`config.mk`:
```
export PLATFORM = sky130hd
export DESIGN_NAME = crc16_frame_builder_core
export DESIGN_NICKNAME = d
export VERILOG_FILES = /design/src/rtl/core/crc16fb_pkg.sv /design/src/rtl/core/crc16fb_front.sv /design/src/rtl/core/crc16fb_queue.sv /design/src/rtl/core/crc16fb_back.sv /design/src/rtl/core/crc16_frame_builder_core.sv
export SDC_FILE = /design/constraint.sdc
export NUM_CORES = 1
export LEC_CHECK = 0
export BUFFER_PORTS_ARGS = -buffer_cell sky130_fd_sc_hd__buf_2
export CORE_MARGIN = 2
export CORE_UTILIZATION = 50
export DETAILED_ROUTE_END_ITERATION = 8
export GPL_TIMING_DRIVEN = 0
export PLACE_DENSITY_LB_ADDON = 0.3
export SYNTH_ARGS = -nofsm -noshare
export SYNTH_HDL_FRONTEND = slang
export SYNTH_SLANG_ARGS = --single-unit
```
`constraint.sdc`:
```
create_clock -name clk -period 3 [get_ports clk]
set_clock_uncertainty 0.05 [all_clocks]
set_input_delay 0.3 -clock clk [delete_from_list [all_inputs] [get_ports clk]]
set_output_delay 0.3 -clock clk [all_outputs]
set_load 0.05 [all_outputs]
```
`src/rtl/core/crc16fb_pkg.sv`:
```
// Shared types, constants and CRC function for the crc16 frame builder.
// No dependencies.
package crc16fb_pkg;

    localparam int unsigned MAX_PAYLOAD = 56;
    localparam logic [15:0] CRC_POLY    = 16'h8005;
    localparam logic [15:0] CRC_INIT    = 16'hFFFF;

    localparam logic [7:0] HDR_FIRST_RST  = 8'hAA;
    localparam logic [7:0] HDR_SECOND_RST = 8'h55;

    localparam logic CFG_HEADER_FIRST  = 1'b0;
    localparam logic CFG_HEADER_SECOND = 1'b1;

    localparam logic MODE_START   = 1'b0;
    localparam logic MODE_PAYLOAD = 1'b1;

    localparam int unsigned QDEPTH  = 4;
    localparam int unsigned QPTR_W  = $clog2(QDEPTH);
    localparam int unsigned QCNT_W  = $clog2(QDEPTH + 1);

    typedef struct packed {
        logic       is_start;
        logic       last;      // frame closes with this word
        logic [7:0] data;      // clamped length on start, payload byte otherwise
        logic [7:0] command;
        logic [7:0] sequence_req;
    } entry_t;

    typedef struct packed {
        logic [7:0] first;
        logic [7:0] second;
    } hdr_t;

    typedef enum logic [2:0] {
        PH_FETCH,
        PH_HDR1,
        PH_LEN,
        PH_CMD,
        PH_SEQ,
        PH_CRC_HI,
        PH_CRC_LO
    } phase_t;

    function automatic logic [15:0] crc16_byte(input logic [15:0] crc, input logic [7:0] b);
        logic [15:0] c;
        c = crc ^ {b, 8'h00};
        for (int i = 0; i < 8; i++)
        begin
            if (c[15])
                c = {c[14:0], 1'b0} ^ CRC_POLY;
            else
                c = {c[14:0], 1'b0};
        end
        return c;
    endfunction

endpackage

```
`src/rtl/core/crc16fb_front.sv`:
```
// Front end: config registers, frame tracking, item classification.
// Depends on crc16fb_pkg.
module crc16fb_front
    import crc16fb_pkg::*;
(
    input  logic       clk,
    input  logic       rst_n,
    input  logic       push,
    input  logic       mode,
    input  logic [7:0] command,
    input  logic [7:0] sequence_req,
    input  logic [7:0] payload_length,
    input  logic [7:0] payload_byte,
    input  logic       cfg_we,
    input  logic       cfg_addr,
    input  logic [7:0] cfg_data,
    input  logic       q_full,
    output logic       q_wr,
    output entry_t     q_data,
    output hdr_t       hdr
);

    logic [7:0] hdr_first_reg;
    logic [7:0] hdr_second_reg;
    logic [5:0] rem_reg;
    logic [5:0] rem_next;
    logic [5:0] len_clamped;
    logic       accept;

    assign accept = push && !q_full;
    assign len_clamped = (payload_length > 8'(MAX_PAYLOAD)) ? 6'(MAX_PAYLOAD)
                                                            : payload_length[5:0];

    always_comb
    begin
        q_data          = '0;
        q_data.command  = command;
        q_data.sequence_req = sequence_req;
        q_wr            = 1'b0;
        rem_next        = rem_reg;
        if (mode == MODE_START)
        begin
            q_data.is_start = 1'b1;
            q_data.data     = {2'b00, len_clamped};
            q_data.last     = (len_clamped == 6'd0);
            q_wr            = accept;
            if (accept)
                rem_next = len_clamped;
        end
        else
        begin
            q_data.is_start = 1'b0;
            q_data.data     = payload_byte;
            q_data.last     = (rem_reg == 6'd1);
            q_wr            = accept && (rem_reg != 6'd0);   // no open frame: drop
            if (q_wr)
                rem_next = rem_reg - 6'd1;
        end
    end

    always_ff @(posedge clk or negedge rst_n)
    begin
        if (!rst_n)
        begin
            rem_reg        <= '0;
            hdr_first_reg  <= HDR_FIRST_RST;
            hdr_second_reg <= HDR_SECOND_RST;
        end
        else
        begin
            rem_reg <= rem_next;
            if (cfg_we)
            begin
                case (cfg_addr)
                    CFG_HEADER_FIRST:  hdr_first_reg  <= cfg_data;
                    CFG_HEADER_SECOND: hdr_second_reg <= cfg_data;
                    default:           hdr_first_reg  <= hdr_first_reg;
                endcase
            end
        end
    end

    assign hdr.first  = hdr_first_reg;
    assign hdr.second = hdr_second_reg;

endmodule

```
`src/rtl/core/crc16fb_queue.sv`:
```
// Small word queue between front end and byte sequencer.
// Depends on crc16fb_pkg.
module crc16fb_queue
    import crc16fb_pkg::*;
(
    input  logic   clk,
    input  logic   rst_n,
    input  logic   wr,
    input  entry_t wr_data,
    input  logic   rd,
    output entry_t rd_data,
    output logic   q_full,
    output logic   q_empty
);

    entry_t            slots_reg [QDEPTH];
    logic [QPTR_W-1:0] wptr_reg;
    logic [QPTR_W-1:0] rptr_reg;
    logic [QCNT_W-1:0] cnt_reg;
    logic              do_wr;
    logic              do_rd;

    assign q_full  = (cnt_reg == QCNT_W'(QDEPTH));
    assign q_empty = (cnt_reg == '0);
    assign do_wr   = wr && !q_full;
    assign do_rd   = rd && !q_empty;
    assign rd_data = slots_reg[rptr_reg];

    always_ff @(posedge clk)
    begin
        if (do_wr)
            slots_reg[wptr_reg] <= wr_data;
    end

    always_ff @(posedge clk or negedge rst_n)
    begin
        if (!rst_n)
        begin
            wptr_reg <= '0;
            rptr_reg <= '0;
            cnt_reg  <= '0;
        end
        else
        begin
            if (do_wr)
                wptr_reg <= (wptr_reg == QPTR_W'(QDEPTH - 1)) ? '0 : wptr_reg + 1'b1;
            if (do_rd)
                rptr_reg <= (rptr_reg == QPTR_W'(QDEPTH - 1)) ? '0 : rptr_reg + 1'b1;
            if (do_wr && !do_rd)
                cnt_reg <= cnt_reg + 1'b1;
            else if (do_rd && !do_wr)
                cnt_reg <= cnt_reg - 1'b1;
        end
    end

endmodule

```
`src/rtl/core/crc16fb_back.sv`:
```
// Byte sequencer: expands queued words into frame bytes, runs the CRC,
// holds the output register. Depends on crc16fb_pkg.
module crc16fb_back
    import crc16fb_pkg::*;
(
    input  logic       clk,
    input  logic       rst_n,
    input  entry_t     head,
    input  logic       q_empty,
    output logic       q_rd,
    input  hdr_t       hdr,
    input  logic       pop,
    output logic       empty,
    output logic [7:0] out_byte,
    output logic       frame_end
);

    phase_t      phase_reg;
    phase_t      phase_next;
    logic [15:0] crc_reg;
    logic [15:0] crc_base;
    logic        out_valid_reg;
    logic [7:0]  out_byte_reg;
    logic        out_end_reg;

    logic        room;
    logic        adv;
    logic [7:0]  byte_sel;
    logic        feed;
    logic        is_end;
    logic        done;

    assign room = !out_valid_reg || pop;
    assign adv  = ((phase_reg != PH_FETCH) || !q_empty) && room;

    // byte select per phase
    always_comb
    begin
        byte_sel = 8'h00;
        feed     = 1'b1;
        is_end   = 1'b0;
        done     = 1'b0;
        case (phase_reg)
            PH_FETCH:
            begin
                byte_sel = head.is_start ? hdr.first : head.data;
                done     = !head.is_start && !head.last;
            end
            PH_HDR1:   byte_sel = hdr.second;
            PH_LEN:    byte_sel = head.data;
            PH_CMD:    byte_sel = head.command;
            PH_SEQ:
            begin
                byte_sel = head.sequence_req;
                done     = !head.last;
            end
            PH_CRC_HI:
            begin
                byte_sel = crc_reg[15:8];
                feed     = 1'b0;
            end
            PH_CRC_LO:
            begin
                byte_sel = crc_reg[7:0];
                feed     = 1'b0;
                is_end   = 1'b1;
                done     = 1'b1;
            end
            default:
            begin
                byte_sel = 8'h00;
                feed     = 1'b0;
            end
        endcase
    end

    assign q_rd     = adv && done;
    assign crc_base = (phase_reg == PH_FETCH && head.is_start) ? CRC_INIT : crc_reg;

    always_comb
    begin
        phase_next = phase_reg;
        if (adv)
        begin
            case (phase_reg)
                PH_FETCH:
                begin
                    if (head.is_start)
                        phase_next = PH_HDR1;
                    else if (head.last)
                        phase_next = PH_CRC_HI;
                    else
                        phase_next = PH_FETCH;
                end
                PH_HDR1:   phase_next = PH_LEN;
                PH_LEN:    phase_next = PH_CMD;
                PH_CMD:    phase_next = PH_SEQ;
                PH_SEQ:    phase_next = head.last ? PH_CRC_HI : PH_FETCH;
                PH_CRC_HI: phase_next = PH_CRC_LO;
                PH_CRC_LO: phase_next = PH_FETCH;
                default:   phase_next = PH_FETCH;
            endcase
        end
    end

    always_ff @(posedge clk or negedge rst_n)
    begin
        if (!rst_n)
        begin
            phase_reg     <= PH_FETCH;
            crc_reg       <= CRC_INIT;
            out_valid_reg <= 1'b0;
        end
        else
        begin
            phase_reg <= phase_next;
            if (adv)
            begin
                out_valid_reg <= 1'b1;
                if (feed)
                    crc_reg <= crc16_byte(crc_base, byte_sel);
                else if (is_end)
                    crc_reg <= CRC_INIT;
            end
            else if (pop)
                out_valid_reg <= 1'b0;
        end
    end

    always_ff @(posedge clk)
    begin
        if (adv)
        begin
            out_byte_reg <= byte_sel;
            out_end_reg  <= is_end;
        end
    end

    assign empty     = !out_valid_reg;
    assign out_byte  = out_byte_reg;
    assign frame_end = out_end_reg;

endmodule

```
`src/rtl/core/crc16_frame_builder_core.sv`:
```
// Top level of the CRC-16 frame builder.
// Depends on crc16fb_pkg, crc16fb_front, crc16fb_queue, crc16fb_back.
//
//  channel | handshake       | payload
//  --------+-----------------+--------------------------------------------------
//  items   | push / full     | mode, command, sequence_req, payload_length,
//          |                 | payload_byte
//  bytes   | empty / pop     | out_byte, frame_end
//  config  | cfg_we          | cfg_addr, cfg_data
//
// One item can be accepted every cycle while the queue has room; one byte leaves
// per cycle while pop takes each. A payload item yields one byte, three when it
// closes the frame; a start item five, seven with zero length. The byte sequencer
// and its output register set the rate; items go via the queue to that register.
// Reset clears the queue, frame state and output register; headers go to 0xAA/0x55.
module crc16_frame_builder_core
    import crc16fb_pkg::*;
(
    input  logic       clk,
    input  logic       rst_n,
    input  logic       push,
    output logic       full,
    input  logic       mode,
    input  logic [7:0] command,
    input  logic [7:0] sequence_req,
    input  logic [7:0] payload_length,
    input  logic [7:0] payload_byte,
    output logic       empty,
    input  logic       pop,
    output logic [7:0] out_byte,
    output logic       frame_end,
    input  logic       cfg_we,
    input  logic       cfg_addr,
    input  logic [7:0] cfg_data
);

    logic   q_wr;
    logic   q_rd;
    logic   q_full;
    logic   q_empty;
    entry_t q_wdata;
    entry_t q_head;
    hdr_t   hdr;

    assign full = q_full;

    crc16fb_front u_front (
        .clk            (clk),
        .rst_n          (rst_n),
        .push           (push),
        .mode           (mode),
        .command        (command),
        .sequence_req   (sequence_req),
        .payload_length (payload_length),
        .payload_byte   (payload_byte),
        .cfg_we         (cfg_we),
        .cfg_addr       (cfg_addr),
        .cfg_data       (cfg_data),
        .q_full         (q_full),
        .q_wr           (q_wr),
        .q_data         (q_wdata),
        .hdr            (hdr)
    );

    crc16fb_queue u_queue (
        .clk     (clk),
        .rst_n   (rst_n),
        .wr      (q_wr),
        .wr_data (q_wdata),
        .rd      (q_rd),
        .rd_data (q_head),
        .q_full  (q_full),
        .q_empty (q_empty)
    );

    crc16fb_back u_back (
        .clk       (clk),
        .rst_n     (rst_n),
        .head      (q_head),
        .q_empty   (q_empty),
        .q_rd      (q_rd),
        .hdr       (hdr),
        .pop       (pop),
        .empty     (empty),
        .out_byte  (out_byte),
        .frame_end (frame_end)
    );

endmodule

```
==> results by group, run 1 <==
Outcome
  • Outcome: complete, but fails checks
  • Failing checks: setup timing

Final layout
  • Final instance area: 9010 um2
  • Nets: 659
  • Share of cells above drive strength 1: 40.7%
  • Antenna cells: 0
  • P&R area growth vs syn: 20.8%
  • Finished Layout Cells: 800
  • Fill count: 1094
  • Most frequent cells in the layout: 113 x edfxtp_1, 59 x buf_2, 37 x buf_4
  • Commonest non-fill, non-tap cell in the layout: edfxtp_1
  • Number of flip-flops in the largest register: 104
  • Post-Route Utilization: 62.0%

GRT
  • Largest net degree at the start of global routing: 50
  • First-pass GRT wire length: 25.5 mm
  • Initial antenna violation count: 0
  • GRT Util Overall: 21.4%
  • Vias in the first global route: 4692
  • Grt ovf: 0

Yosys
  • Synth cell types: 64
  • Post-Synth Simple-Gate Area: 7.38%
  • Post-synth EDFFs: 113
  • Syn Area/Cell: 15.2 um2
  • Post-synth top flop: edfxtp_1
  • Compound-Gate Fraction of Synth Area: 7.88%
  • Mapped Nets: 546
  • Xor/xnor share of the synthesized area: 3.99%
  • Post-synth ARST share: 30.2%
  • Area of the mapped netlist: 7460 um2
  • Synth Warn #: 0
  • Multiplexer share of the synthesized area: 13.8%
  • Largest family of logic cells by synthesized area: multiplexers
  • Cell count after synthesis: 490
  • Area share of fa/ha/maj cells after synthesis: 1.61%
  • Seq/Total Area, Yosys: 62.3%
  • Synth Register Bits: 162

Setup path
  • Worst endpoint required time: 3.31 ns
  • CP arrival: 3.53 ns
  • Startpoint Class: register
  • Critical path fanouts, max: 5
  • Critical path class: reg -> reg
  • CP Capture Type: register

Clocking
  • Clk root buf: clkbuf_16
  • Insertion delay of the later-clocked pin in the worst-skew pair: 0.44 ns
  • Htree depth: 4
  • CTS tree: built
  • Worst-path clk slew: 0.07 ns
  • CTS buffer count: 17
  • Sink Count: 162
  • Clock buffer depth: 2

Routing
  • Vias/cell: 5.67
  • Via count: 4534
  • Final ANT Viol Nets: 0
  • Routed length per placed instance: 20.1 um
  • DRT Pass-1 Iters: 4
  • Drt initial violations: 322
  • Final Routed Wirelength: 16.1 mm
  • DRC viols: 0

STA
  • Worst slew margin: 22.2%
  • Worst slew pin tran: 1.17 ns
  • Unrepaired setup endpoints after global routing: yes
  • Fin Setup TNS: -0.710 ns
  • Setup-failing EPs final: 5
  • Setup ws final: -0.223 ns
  • FMAX: 310 MHz
  • Max-slew violation count: 0
  • Final hold violation count: 0
  • Worst hold slack: 0.0296 ns
  • Final period utilization: 107%
  • Tmin final: 3.22 ns

Die
  • Core area: 14500 um2
  • Row cnt: 44
  • Die area: 15900 um2
  • Io pins: 58
  • Die X: 126 um
  • Starting density of the core: 51.4%
  • Die H: 126 um

Placement
  • Placer congestion estimate: 0.869
  • Placed Cells: 732
  • PortBufs: 57
  • Area after DPL: 8020 um2
  • Post-DP HPWL: 10.6 mm

Power
  • Power per cell area: 1380 nW/um2
  • Static leakage: 0.00349 uW
  • Max VDD drop: 0.00104 V

Flow run
  • # Max-Cap Violations: 0

Min path
  • Hold Crit Class: in -> reg
## metrics by stage
step,setup WS (ns),power [uW]
2_1_floorplan,-0.0559,7750
3_3_place_gp,-0.600,8710
3_5_place_dp,-0.613,8840
4_1_cts,-0.184,12200
5_1_grt,-0.354,13000
6_report,-0.223,12400
## cells by family after synthesis
kind of cell,Yosys count
adder cells (fa/ha/maj),9
AND/OR/NAND/NOR,104
AO/OA/AOI/OAI,78
flip-flops,162
buffers and inverters,41
multiplexers,68
XOR/XNOR,28
## final cells by class
class	instances	area (um2)	share of cell area, %
sequential	162	4650	51.6
multi-input combinational	287	2690	29.8
timing repair buffer	95	627	6.96
clock buffer	17	425	4.72
tap	184	230	2.55
buffer	23	181	2.01
clock inverter	15	148	1.64
inverter	17	63.8	0.708
## what timing repair did
item,CTS,global route
hold buffers,0,0
gates resized for setup,28,11
pin swaps,19,11
gates cloned,0,0
setup buffers,31,6
endpoints found under the setup margin,96,14
## power breakdown
part	internal (uW)	switching [uW]	total, uW	leakage [uW]
Clock	1170	959	2130	0.000286
Sequential	3180	320	3500	0.00159
Combinational	3640	3140	6770	0.00162
## worst max-delay path, stage by stage, from the launching register on
cell,delay [ns]
dfrtp_1,0.37
buf_6,0.14
buf_6,0.10
buf_6,0.09
mux4_2,0.54
mux2i_1,0.20
nor3b_2,0.07
a221oi_2,0.19
o211ai_1,0.19
xnor2_1,0.27
xor3_2,0.51
buf_6,0.14
xnor2_2,0.12
o22a_1,0.15
## cell usage after synthesis, types with 7 or more instances
cell type  number  area [um2]
a21oi_1         8        40.0
buf_2           7        35.0
clkbuf_1       10        37.5
dfrtp_1        25         626
dfstp_2        24         631
edfxtp_1      113        3390
ha_1            8         100
inv_1          17        63.8
mux2_2         32         360
mux2i_1        11         110
mux4_2         15         338
nand2_1        30         113
nor2_1         25        93.8
nor2b_1         8        50.1
o21ai_0        16        80.1
o22a_1         15         131
xnor2_1        15         131
xor2_1          8        70.1
## worst paths after layout
path / from / endpoint / slack (ns) / cells after the start
max reg2reg: u_queue.rptr_reg[0] / u_back.crc_reg[1] / -0.22 / 13
min reg2reg: u_queue.cnt_reg[2] / u_queue.cnt_reg[2] / 0.48 / 1
min: sequence_req[2] / u_queue.slots_reg[0][2] / 0.03 / 1
min in group asynchronous: rst_n / u_front.hdr_second_reg[5] / 0.05 / 1
max in group asynchronous: rst_n / u_front.hdr_second_reg[1] / 2.14 / 1
max: u_queue.rptr_reg[0] / u_back.crc_reg[1] / -0.22 / 13
## layer usage
metal | GRT usage (%) | routed length, um | vias up
met1 | 28.0 | 6910 | 2294
met3 | 4.59 | 737 | 17
met4 | 6.66 | 203 | 0
met5 | 0 | 0 | -
li1 | - | - | 2096
met2 | 36.2 | 8220 | 127
(Power assumes the default switching activity.)
==> inputs of run 2 (changes only) <==
--- a/config.mk
+++ b/config.mk
@@ -11,6 +11,7 @@
 export DETAILED_ROUTE_END_ITERATION = 8
 export GPL_TIMING_DRIVEN = 0
 export PLACE_DENSITY_LB_ADDON = 0.3
+export SKIP_LAST_GASP = 1
 export SYNTH_ARGS = -nofsm -noshare
 export SYNTH_HDL_FRONTEND = slang
 export SYNTH_SLANG_ARGS = --single-unit
==> run 2 against run 1 <==
The flow still finishes with violations (setup timing). Sequential power about the same. Die area is the same. Count of clock-buffer cells in the layout stayed put. Critical path depth is the same. Flip-flop and latch count unchanged. Highest routed layer unchanged.
==> results by group, run 2 (synthesis gave the netlist of run 1 again) <==
Outcome
  • Outcome: complete, but fails checks
  • Failing checks: setup timing

STA
  • Tmin final: 3.22 ns (-0.00103 ns)
  • Worst slew margin: 22.5% (+0.26 points)
  • Final hold violation count: 0 (unchanged)
  • FMAX: 310 MHz (about the same)
  • Max-slew violation count: 0 (unchanged)
  • Fin Setup TNS: -0.707 ns (+0.00335 ns)
  • Final period utilization: 107% (about the same)
  • Worst slew pin tran: 1.16 ns (-0.00394 ns)
  • Setup-failing EPs final: 5 (unchanged)
  • Unrepaired setup endpoints after global routing: yes
  • Setup ws final: -0.221 ns (+0.00103 ns)

Clocking
  • Clock buffer depth: 2 (unchanged)
  • Hold_buf cts: 0 (unchanged)
  • Insertion delay of the later-clocked pin in the worst-skew pair: 0.44 ns (about the same)
  • Sink Count: 162 (unchanged)
  • CTS tree: built
  • CTS buffer count: 17 (unchanged)
  • Worst-path clk slew: 0.07 ns (about the same)
  • Clk root buf: clkbuf_16
  • Htree depth: 4 (unchanged)

Setup path
  • Critical path class: reg -> reg
  • Critical path fanouts, max: 5 (unchanged)
  • CP Capture Type: register
  • Worst endpoint required time: 3.31 ns (about the same)
  • CP arrival: 3.53 ns (about the same)
  • Startpoint Class: register

Routing
  • Final ANT Viol Nets: 0 (unchanged)
  • Met3 WL post-DR: 740 um (+0.41%)
  • Via count: 4543 (+0.20%)
  • Final Routed Wirelength: 16.1 mm (about the same)
  • Vias/cell: 5.68 (+0.20%)
  • DRT Pass-1 Iters: 5 (+1)
  • Drt initial violations: 322 (unchanged)
  • Routed length per placed instance: 20.1 um (about the same)
  • DRC viols: 0 (unchanged)
  • Wl on met1: 6.90 mm (-0.19%)
  • Highest metal used: met4
  • Routed met2 length: 8.23 mm (+0.15%)

Die
  • Core area: 14500 um2 (unchanged)
  • Io pins: 58 (unchanged)
  • Row cnt: 44 (unchanged)
  • Die area: 15900 um2 (unchanged)
  • Starting density of the core: 51.4% (unchanged)
  • Die X: 126 um (unchanged)
  • Die H: 126 um (unchanged)

Final layout
  • Most frequent cells in the layout: 113 x edfxtp_1, 59 x buf_2, 37 x buf_4
  • P&R area growth vs syn: 20.7% (about the same)
  • Antenna cells: 0 (unchanged)
  • Commonest non-fill, non-tap cell in the layout: edfxtp_1
  • Number of flip-flops in the largest register: 104 (unchanged)
  • Nets: 659 (unchanged)
  • Fill count: 1094 (unchanged)
  • Share of cells above drive strength 1: 40.6% (-0.16 points)

Min path
  • Hold Crit Class: in -> reg

Power
  • Max VDD drop: 0.00104 V (about the same)
  • Static leakage: 0.00349 uW (about the same)
  • Power per cell area: 1380 nW/um2 (about the same)

Placement
  • Post-DP HPWL: 10.6 mm (unchanged)
  • Placement Setup Slack: -0.613 ns (unchanged)
  • PortBufs: 57 (unchanged)
  • Placer congestion estimate: 0.869 (unchanged)

GRT
  • GRT Util Overall: 21.4% (unchanged)
  • Vias in the first global route: 4692 (unchanged)
  • First-pass GRT wire length: 25.5 mm (unchanged)
  • Largest net degree at the start of global routing: 50 (unchanged)
  • Grt ovf: 0 (unchanged)
  • Initial antenna violation count: 0 (unchanged)

Flow run
  • # Max-Cap Violations: 0 (unchanged)
==> run 2: cell counts in the layout (fill, tap and decap cells not counted) <==
No cell type changed its count.
==> run 2: routing by layer <==
metal  up-vias  global-route usage [%]
met5         -                       0
met4         0                    6.66
met3        17                    4.59
met2       132                    36.2
met1      2299                    28.0
li1       2095                       -
==> run 2: timing repair <==
item / 4_1_cts / 5_1_grt
setup endpoints to repair: 96 / 14
gates resized for setup: 28 / 9
pin swaps: 19 / 11
setup buffers: 31 / 6
==> run 2: metrics by stage <==
step	cells	hold WS (ns)	cell area (um2)	power, uW	utilization (%)
finish	800	0.0296	9010	12400	62.0
CTS	794	0.0154	8930	12200	61.5
detailed placement	732	0.454	8020	8840	55.2
floorplan	490	-0.0456	7480	7750	-
global placement	731	0.444	7990	8710	55.0
global route	800	0.0248	9010	13000	62.0
==> run 2: final cells by class <==
type                            count  area (um2)  share of cell area, %
Buffer                             23         180                   2.00
Tap cell                          184         230                   2.55
Clock inverter                     15         148                   1.64
Sequential cell                   162        4650                   51.6
Timing Repair Buffer               95         627                   6.96
Multi-Input combinational cell    287        2690                   29.8
Clock buffer                       17         425                   4.72
Inverter                           17        63.8                  0.708
==> run 2: worst max-delay path, stage by stage (launching register included) <==
cell	delay, ns
dfrtp_1	0.37
buf_6	0.14
buf_6	0.10
buf_6	0.09
mux4_2	0.54
mux2i_1	0.20
nor3b_2	0.07
a221oi_2	0.18
o211ai_1	0.19
xnor2_1	0.27
xor3_2	0.51
buf_6	0.14
xnor2_2	0.12
o22a_1	0.15
==> run 2: worst paths after layout <==
path | start | end | cells after the start | slack (ns)
hold reg to reg | u_queue.cnt_reg[2] | u_queue.cnt_reg[2] | 1 | 0.48
setup reg to reg | u_queue.rptr_reg[0] | u_back.crc_reg[1] | 13 | -0.22
setup / recovery | u_queue.rptr_reg[0] | u_back.crc_reg[1] | 13 | -0.22
hold / removal | sequence_req[2] | u_queue.slots_reg[0][2] | 1 | 0.03
max in group asynchronous | rst_n | u_front.hdr_second_reg[1] | 1 | 2.14
min in group asynchronous | rst_n | u_front.hdr_second_reg[5] | 1 | 0.05
==> run 2: power breakdown <==
group	internal, uW	switching, uW
clock	1170	959
sequential	3180	320
combinational	3630	3130
total	7980	4410
==> inputs of run 3 (changes only) <==
==> constraint.sdc (replaced) <==
create_clock -name clk -period 3.2 [get_ports clk]
set_clock_uncertainty 0.05 [all_clocks]
set_input_delay 0.32 -clock clk [delete_from_list [all_inputs] [get_ports clk]]
set_output_delay 0.32 -clock clk [all_outputs]
set_load 0.05 [all_outputs]
==> run 3 against run 2 <==
The flow still finishes with violations (setup timing). Wire length is 4.8% lower. Register-to-register slack better by 0.19 ns. Sequential power is 6.0% lower. Critical path depth is 1 lower. Combinational power is 9.5% lower. Global-route usage is 1.4 points lower. Cell count is 1.9% lower. Worst setup slack better by 0.19 ns. Cell area is 2.1% lower. Maximum frequency is 0.19% lower. Non-clock buffer count is 14 lower. Die area stayed put. Critical path type unchanged. Critical endpoint is now u_back.crc_reg[15].
==> results by group, run 3 (synthesis gave the netlist of run 1 again) <==
Final layout
  • Nets: 645 (-2.1%)
  • Reg area: 4650 um2 (about the same)
  • Most frequent cells in the layout: 113 x edfxtp_1, 59 x buf_2, 33 x mux2_2
  • Number of flip-flops in the largest register: 104 (unchanged)
  • Fill count: 1120 (+2.4%)
  • Antenna cells: 0 (unchanged)
  • P&R area growth vs syn: 18.2%
  • Share of cells above drive strength 1: 38.4% (-2.1 points)
  • Commonest non-fill, non-tap cell in the layout: edfxtp_1
  • Final instance area: 8820 um2 (-2.1%)
  • Multi-input gate area: 2670 um2 (-0.65%)

STA
  • Worst hold slack: 0.0579 ns (+0.0284 ns)
  • Worst slew margin: 25.0% (+2.5 points)
  • Tmin final: 3.23 ns (+0.00613 ns)
  • Final period utilization: 101% (-6.5 points)
  • FMAX: 310 MHz (-0.19%)
  • Worst slew pin tran: 1.12 ns (-0.0378 ns)
  • Setup-failing EPs final: 1 (-4)
  • Unrepaired setup endpoints after global routing: yes
  • Final hold violation count: 0 (unchanged)
  • Setup ws final: -0.0276 ns (+0.194 ns)
  • Max-slew violation count: 0 (unchanged)

Setup path
  • Worst endpoint required time: 3.50 ns (+0.19 ns)
  • Startpoint Class: register
  • Critical path fanouts, max: 7 (+2)
  • CP arrival: 3.53 ns (about the same)
  • CP Launch Point: u_queue.rptr_reg[0]
  • RR Startpoint: u_queue.rptr_reg[0]
  • CP Capture Type: register
  • Critical path class: reg -> reg

Clocking
  • CTS tree: built
  • Clk root buf: clkbuf_16
  • Htree depth: 4 (unchanged)
  • Sink Count: 162 (unchanged)
  • Insertion delay of the later-clocked pin in the worst-skew pair: 0.43 ns (about the same)
  • Worst-path clk slew: 0.06 ns (about the same)
  • Clock buffer depth: 2 (unchanged)
  • Hold_buf cts: 0 (unchanged)
  • CTS buffer count: 17 (unchanged)

Power
  • Clock share of power: 16.4% (-0.8 points)
  • Pint: 7250 uW (-9.2%)
  • Psw: 4020 uW (-9.0%)
  • Power per cell area: 1280 nW/um2 (-7.2%)
  • Comb pwr share: 54.4% (-0.2 points)
  • Max VDD drop: 0.000999 V (-4.1%)
  • Sw frac: 35.7% (+0.064 points)
  • Static leakage: 0.00337 uW (-3.6%)
  • Sequential Power Share: 29.2% (+1.0 points)

Die
  • Starting density of the core: 51.4% (unchanged)
  • Die X: 126 um (unchanged)
  • Core area: 14500 um2 (unchanged)
  • Io pins: 58 (unchanged)
  • Die H: 126 um (unchanged)
  • Row cnt: 44 (unchanged)
  • Die area: 15900 um2 (unchanged)

GRT
  • GRT Util Overall: 20.0% (-1.4 points)
  • Vias in the first global route: 4434 (-5.5%)
  • Initial antenna violation count: 0 (unchanged)
  • Largest net degree at the start of global routing: 50 (unchanged)
  • First-pass GRT wire length: 23.9 mm (-6.6%)
  • Grt ovf: 0 (unchanged)

Min path
  • HP Start: sequence_req[0]
  • Hold Crit Class: in -> reg

Routing
  • DRT Pass-1 Iters: 5 (unchanged)
  • DRC viols: 0 (unchanged)
  • Drt initial violations: 346 (+7.5%)
  • Vias/cell: 5.64 (-0.69%)
  • Via count: 4427 (-2.6%)
  • Final Routed Wirelength: 15.3 mm (-4.8%)
  • Routed length per placed instance: 19.5 um (-3.0%)
  • Final ANT Viol Nets: 0 (unchanged)

Placement
  • Post-DP HPWL: 10.4 mm (-1.3%)
  • PortBufs: 57 (unchanged)
  • Placer congestion estimate: 0.898 (+3.4%)
  • Area after DPL: 7980 um2 (-0.45%)

Outcome
  • Outcome: complete, but fails checks
  • Failing checks: setup timing

Flow run
  • # Max-Cap Violations: 0 (unchanged)
[run 3: cell types whose count changed in the layout (fill, tap and decap cells not counted), moves of 3 or more]
cell,before,now
buf_4,37,27
buf_6,8,4
clkbuf_1,7,10
clkinvlp_4,0,3
[run 3: power groups by stage]
stage / logic (uW) / registers [uW] / clock network, uW
6_report: 6130 / 3290 / 1840
5_1_grt: 6570 / 3340 / 1970
4_1_cts: 5630 / 3280 / 1870
3_5_place_dp: 5040 / 3320 / 0
3_3_place_gp: 4960 / 3290 / 0
2_1_floorplan: 3930 / 3420 / 0
[run 3: what timing repair did]
item / in CTS / in global routing
buffers inserted: 19 / 6
gates resized for setup: 20 / 16
setup endpoints to repair: 6 / 39
pin swaps: 10 / 9
[run 3: layout make-up]
type	instances	area share (%)
Sequential cell	162	52.7
Clock buffer	19	4.91
Timing Repair Buffer	82	5.40
Tap cell	184	2.61
Clock inverter	12	1.16
Inverter	17	0.723
Multi-Input combinational cell	287	30.3
Buffer	22	2.23
[run 3: final timing paths]
kind / end / slack, ns / cells after the start
worst min-delay path: u_queue.slots_reg[3][0] / 0.06 / 1
worst max register to register: u_back.crc_reg[15] / -0.03 / 12
max in group asynchronous: u_queue.rptr_reg[1] / 2.26 / 1
worst min register to register: u_queue.cnt_reg[2] / 0.46 / 1
worst max-delay path: u_back.crc_reg[15] / -0.03 / 12
min in group asynchronous: u_front.hdr_first_reg[0] / 0.07 / 1
[run 3: routing by layer]
layer	vias to the layer above	track usage, %	wire (um)
li1	2071	-	-
met1	2211	27.7	6980
met2	125	31.2	7340
met3	20	5.23	690
met4	0	6.79	267
met5	-	0	0
[run 3: per-stage QoR]
| step | setup TNS, ns | utilization (%) | instances | power [uW] | setup WS, ns |
|---|---|---|---|---|---|
| floorplan | 0 | - | 490 | 7350 | 0.121 |
| global placement | -0.914 | 54.9 | 731 | 8250 | -0.407 |
| detailed placement | -1.40 | 54.9 | 731 | 8360 | -0.511 |
| CTS | 0 | 60.1 | 780 | 10800 | 0.00851 |
| global route | -0.242 | 60.7 | 785 | 11900 | -0.131 |
| finish | -0.0276 | 60.7 | 785 | 11300 | -0.0276 |
[run 3: critical path, cell delays in order (launching register included)]
cell	delay [ns]
dfrtp_1	0.37
buf_6	0.14
buf_12	0.13
buf_12	0.13
buf_4	0.14
mux4_2	0.55
a22o_1	0.28
a31oi_2	0.24
nand2_2	0.12
xor2_2	0.21
xnor2_2	0.21
xnor3_1	0.42
a31oi_1	0.17
